## src/hw/rtl/tplw_pkg.sv

```systemverilog
// Shared types, constants and constant functions of the truncated power-law weight block.
`timescale 1ns / 1ps
`default_nettype none

package tplw_pkg;

  typedef enum logic [1:0] {
    CFG_OFFSET = 2'd0,
    CFG_DECAY  = 2'd1,
    CFG_CUTOFF = 2'd2
  } cfg_idx_e;

  localparam logic [31:0] OFFSET_RST = 32'd380109;
  localparam logic [15:0] DECAY_RST  = 16'd6758;
  localparam logic [31:0] CUTOFF_RST = 32'd22937600;

  localparam logic [30:0] LOG2E_Q30 = 31'd1549082005;

  localparam int LogStages  = 16;
  localparam int DivStages  = 17;
  localparam int ExpStages  = 16;
  localparam int FrontDepth = LogStages + 2;

  typedef struct packed {
    logic        row_end;
    logic        dzero;
    logic [15:0] beta;
  } side_t;

  typedef struct packed {
    logic row_end;
    logic dzero;
    logic big;
    logic tiny;
  } tail_t;

  function automatic logic [63:0] isqrt64(input logic [63:0] v);
    logic [63:0] rem;
    logic [63:0] r;
    logic [63:0] b;
    logic [63:0] t;
    rem = v;
    r   = '0;
    b   = 64'h4000_0000_0000_0000;
    for (int i = 0; i < 32; i++) begin
      t = r + b;
      if (rem >= t) begin
        rem = rem - t;
        r   = (r >> 1) + b;
      end else begin
        r = r >> 1;
      end
      b = b >> 2;
    end
    return r;
  endfunction

  // Root k of two in Q2.30, each one the square root of the one before.
  function automatic logic [31:0] exp2_root(input int k);
    logic [63:0] r;
    r = 64'h8000_0000;
    for (int i = 1; i <= 16; i++) begin
      if (i <= k) begin
        r = isqrt64(r << 30);
      end
    end
    return r[31:0];
  endfunction

endpackage

`default_nettype wire

```

## src/hw/rtl/tplw_div.sv

```systemverilog
// Pipelined radix-4 restoring divider giving the distance over the cutoff in Q17.16.
`timescale 1ns / 1ps
`default_nettype none

module tplw_div import tplw_pkg::*; (
  input  logic        clk_i,
  input  logic        en_i,
  input  logic [31:0] d_i,
  input  logic [31:0] kap_i,
  output logic [32:0] q_o,
  output logic        sat_o
);

  logic [47:0] rem_q [DivStages+1];
  logic [31:0] kap_q [DivStages+1];
  logic [32:0] qt_q  [DivStages+1];
  logic        sat_q [DivStages+1];

  always_ff @(posedge clk_i) begin
    if (en_i) begin
      rem_q[0] <= {d_i, 16'b0};
      kap_q[0] <= kap_i;
      qt_q[0]  <= '0;
      sat_q[0] <= ({17'b0, d_i} >= {kap_i, 17'b0});
    end
  end

  for (genvar j = 1; j <= DivStages; j++) begin : g_step
    localparam int Hi = 34 - 2 * j;
    localparam int Lo = 33 - 2 * j;
    logic [64:0] dv_hi;
    logic        b_hi;
    logic [47:0] r_hi;
    logic [47:0] r_out;
    logic [32:0] q_out;

    assign dv_hi = {33'b0, kap_q[j-1]} << Hi;
    assign b_hi  = {17'b0, rem_q[j-1]} >= dv_hi;
    assign r_hi  = b_hi ? rem_q[j-1] - dv_hi[47:0] : rem_q[j-1];

    if (Lo >= 0) begin : g_two
      logic [64:0] dv_lo;
      logic        b_lo;
      assign dv_lo = {33'b0, kap_q[j-1]} << Lo;
      assign b_lo  = {17'b0, r_hi} >= dv_lo;
      assign r_out = b_lo ? r_hi - dv_lo[47:0] : r_hi;
      always_comb begin
        q_out     = qt_q[j-1];
        q_out[Hi] = b_hi;
        q_out[Lo] = b_lo;
      end
    end else begin : g_one
      assign r_out = r_hi;
      always_comb begin
        q_out     = qt_q[j-1];
        q_out[Hi] = b_hi;
      end
    end

    always_ff @(posedge clk_i) begin
      if (en_i) begin
        rem_q[j] <= r_out;
        kap_q[j] <= kap_q[j-1];
        qt_q[j]  <= q_out;
        sat_q[j] <= sat_q[j-1];
      end
    end
  end

  assign q_o   = qt_q[DivStages];
  assign sat_o = sat_q[DivStages];

endmodule

`default_nettype wire

```

## config.mk

```make
export PLATFORM = sky130hd
export DESIGN_NAME = tplw_div
export DESIGN_NICKNAME = d
export VERILOG_FILES = /design/src/hw/rtl/tplw_pkg.sv /design/src/hw/rtl/tplw_div.sv
export SDC_FILE = /design/constraint.sdc
export NUM_CORES = 2
export LEC_CHECK = 0
export BUFFER_PORTS_ARGS = -buffer_cell sky130_fd_sc_hd__buf_4
export CORE_MARGIN = 5
export CORE_UTILIZATION = 58
export DETAILED_ROUTE_END_ITERATION = 12
export PLACE_DENSITY = 0.74
export SYNTH_ARGS = -nofsm -noshare
export SYNTH_HDL_FRONTEND = slang
export SYNTH_SLANG_ARGS = --single-unit
```

## constraint.sdc

```tcl
create_clock -name clk_i -period 10.1 [get_ports clk_i]
set_clock_uncertainty 0.05 [all_clocks]
set_input_delay 1.01 -clock clk_i [delete_from_list [all_inputs] [get_ports clk_i]]
set_output_delay 1.01 -clock clk_i [all_outputs]
set_load 0.01 [all_outputs]
```

==> impl_metrics.csv <==
group,metric,value,unit
grt,grt_pass1_vias,76040,
place,gp_congestion,0.9901,
cells_and_area,fillers,13860,
synthesis,synth_edf_count,1475,
cts,htreeDepth,4,
grt,grt-busiest-layer,"met2",
setup_path,worst_path_most_repeated_cell,"a21o_1",
power_and_ir_drop,peakVddDrop,219.8,uV
setup_path,end_kind,"flip-flop",
route,drtAntennaViolNets,0,
grt,grt_overflow,0,
hold_path,min_path_type,"in -> reg",
place,dp.cells,12270,
place,io_buffers,99,
sta,setup_violations,0,
grt,antenna_found_initial,5,
setup_path,slowest_stage,"o21a_1",
setup_path,worstPathMaxFanout,28,
sta,finalSetupTns,0,ps
cts,cts_buffer_depth,3,
power_and_ir_drop,p_per_area,315.5,nW/um^2
cts,clk_latency,840,ps
cells_and_area,final_nets,11120,
cts,clkTransAtPathRegs,60,ps
setup_path,critical_path_class,"reg -> reg",
grt,grt_pass1_wl,434600,um
synthesis,ys_seq_elements,1475,
synthesis,ys_async_sr_fraction,0,
cts,cts_tree,"yes",
sta,tightest_slew,1457,ps
route,routed_wl,285700,um
cts,clock-sinks,1475,
synthesis,synth_nets,10980,
synthesis,syn_area,101400,sq um
floorplan,die_w,428.2,um
cells_and_area,area_growth_syn_to_layout,9.209,%
grt,use_met1,0.3528,
floorplan,core-area,174000,sq um
sta,finalCritPeriodShare,0.8942,
synthesis,avgSynthCellArea,10.18,sq um
sta,slew_viol_final,0,
route,drt-initial-drc-count,6189,
sta,slew_headroom,0.02026,
floorplan,io_pins,100,
run,drv_cap,1,
floorplan,rows,153,
place,post-dp-hpwl,228100,um
run_status,failed_checks,"capacitance limit",
synthesis,yosysUniqueCellTypes,90,
route,vias_per_cell,6.144,
sta,min_period,9031,ps
synthesis,synth_ff_type,"edfxtp_1",
sta,hold_viol,0,
grt,use_met2,0.5317,
floorplan,initial_core_util,0.5829,
cells_and_area,multi_input_area,53720,sq um
grt,grt_max_degree,188,
sta,rsz0062_at_grt,"no",
floorplan,die_area,183400,sq um
route,drt-pass1-iter-count,5,
cells_and_area,final_util,0.6366,
sta,whs,301.2,ps
setup_path,worstPathArrival,9540,ps
floorplan,die_height,428.2,um
setup_path,cp-start-kind,"flip-flop",
cells_and_area,stdcell_count,12570,
grt,use_met3,0.04067,
sta,fmaxAchievable,110.7,MHz
synthesis,ys_seq_area_frac,0.4366,
setup_path,critPathMaxStageDelay,790,ps
route,drc_errors,0,
cells_and_area,register_area,44290,sq um
setup_path,worstPathRequired,10610,ps
route,avgRoutedWirePerCell,22.73,um
cts,hold_buffers,0,
cts,cts_root_buf,"clkbuf_16",
cells_and_area,drive_gt1_frac,0.08949,
synthesis,synth_warnings,0,
route,via_count,77220,
cts,cts_buffers,161,
synthesis,synthCells,9965,
cts,cts_repair_resize_count,0,
grt,grtUsageTotal,0.3026,
power_and_ir_drop,leakage,44.78,nW
run_status,status,"finished with violations",
cts,cts_setup_buffers,0,
[state kept, by name (all words and copies together), names as in the netlist]
| name | count |
|---|---|
| rem_q | 608 |
| kap_q | 544 |
| qt_q | 305 |
| sat_q | 18 |
[through the flow]
step           power (mW)  setup WS, ps  cell area, sq um
3_5_place_dp        28.58          1215            105200
2_1_floorplan       23.88          2690            101400
6_report            34.95          1069            110800
4_1_cts             34.86          1156            110700
5_1_grt             37.39         460.9            110800
3_3_place_gp        28.27          1295            105200
[layout by cell type (no fill, tap or decap), types with 189 or more instances in the layout]
cell type / netlist / final
a21oi_1: 912 / 909
nor2_1: 630 / 628
o21ai_0: 669 / 668
nand2_1: 773 / 773
nor3_1: 189 / 189
xor2_1: 302 / 302
mux2_2: 342 / 342
edfxtp_1: 1475 / 1475
inv_1: 745 / 745
ha_1: 927 / 927
a21o_1: 358 / 358
xnor2_1: 546 / 546
[per-layer routing]
metal | routed length [um] | part of all wire
met1 | 111400 | 0.39
met2 | 140100 | 0.49
met3 | 14070 | 0.049
met4 | 20120 | 0.070
met5 | 25 | 0.000088
[report_power, final]
part           internal [mW]  total (mW)  leakage (nW)  switching (mW)
sequential              8.60        9.33          14.3           0.729
clock                   3.52        6.12          2.65            2.60
combinational           8.39        19.5          27.8            11.1
total                   20.5        35.0          44.8            14.5
[kinds of logic after synthesis]
group,Yosys count,share of synthesized area
mux,379,0.04255
buf+inv,954,0.03578
compound gates,2731,0.1667
fa+ha+maj,952,0.1193
simple gates,2626,0.1258
flops,1475,0.4366
xor+xnor,848,0.07322
[path summary, 6_finish.rpt]
| check | slack [ps] | to | cells past startpoint | startpoint |
|---|---|---|---|---|
| max | 1070 | rem_q[7][39] | 29 | rem_q[6][20] |
| min | 300 | kap_q[0][28] | 1 | kap_i[28] |
| max reg2reg | 1070 | rem_q[7][39] | 29 | rem_q[6][20] |
| min reg2reg | 360 | qt_q[15][19] | 0 | qt_q[14][19] |
[layout make-up]
cell class | instances | share of cell area
flip-flops and latches | 1475 | 0.3998
well taps | 2325 | 0.02626
clock buffers | 189 | 0.03751
multi-input cells | 7536 | 0.4849
clock inverters | 106 | 0.01244
diodes | 7 | 0.0001581
inverters | 754 | 0.02555
repair buffers | 176 | 0.01335
[cell usage after synthesis (164+ instances only)]
cell,number,share of area
a21oi_1,912,0.045
xor2_1,302,0.026
o21ai_0,669,0.033
nand4_1,169,0.010
edfxtp_1,1475,0.44
nor3_1,189,0.0093
nand2_1,773,0.029
inv_1,745,0.028
mux2_2,342,0.038
clkbuf_1,164,0.0061
a21o_1,358,0.026
xnor2_1,546,0.047
nor2_1,630,0.023
ha_1,927,0.11
[critical path: cells and delay by family (launching register included)]
| family | cells | cell delay [ps] |
|---|---|---|
| AOI/OAI and AO/OA | 17 | 4950 |
| adders and majority gates | 3 | 890 |
| buffers and inverters | 4 | 1110 |
| DFF | 1 | 410 |
| muxes | 2 | 820 |
| and+or+nand+nor | 3 | 510 |
Power figures use the tool's default switching activity.
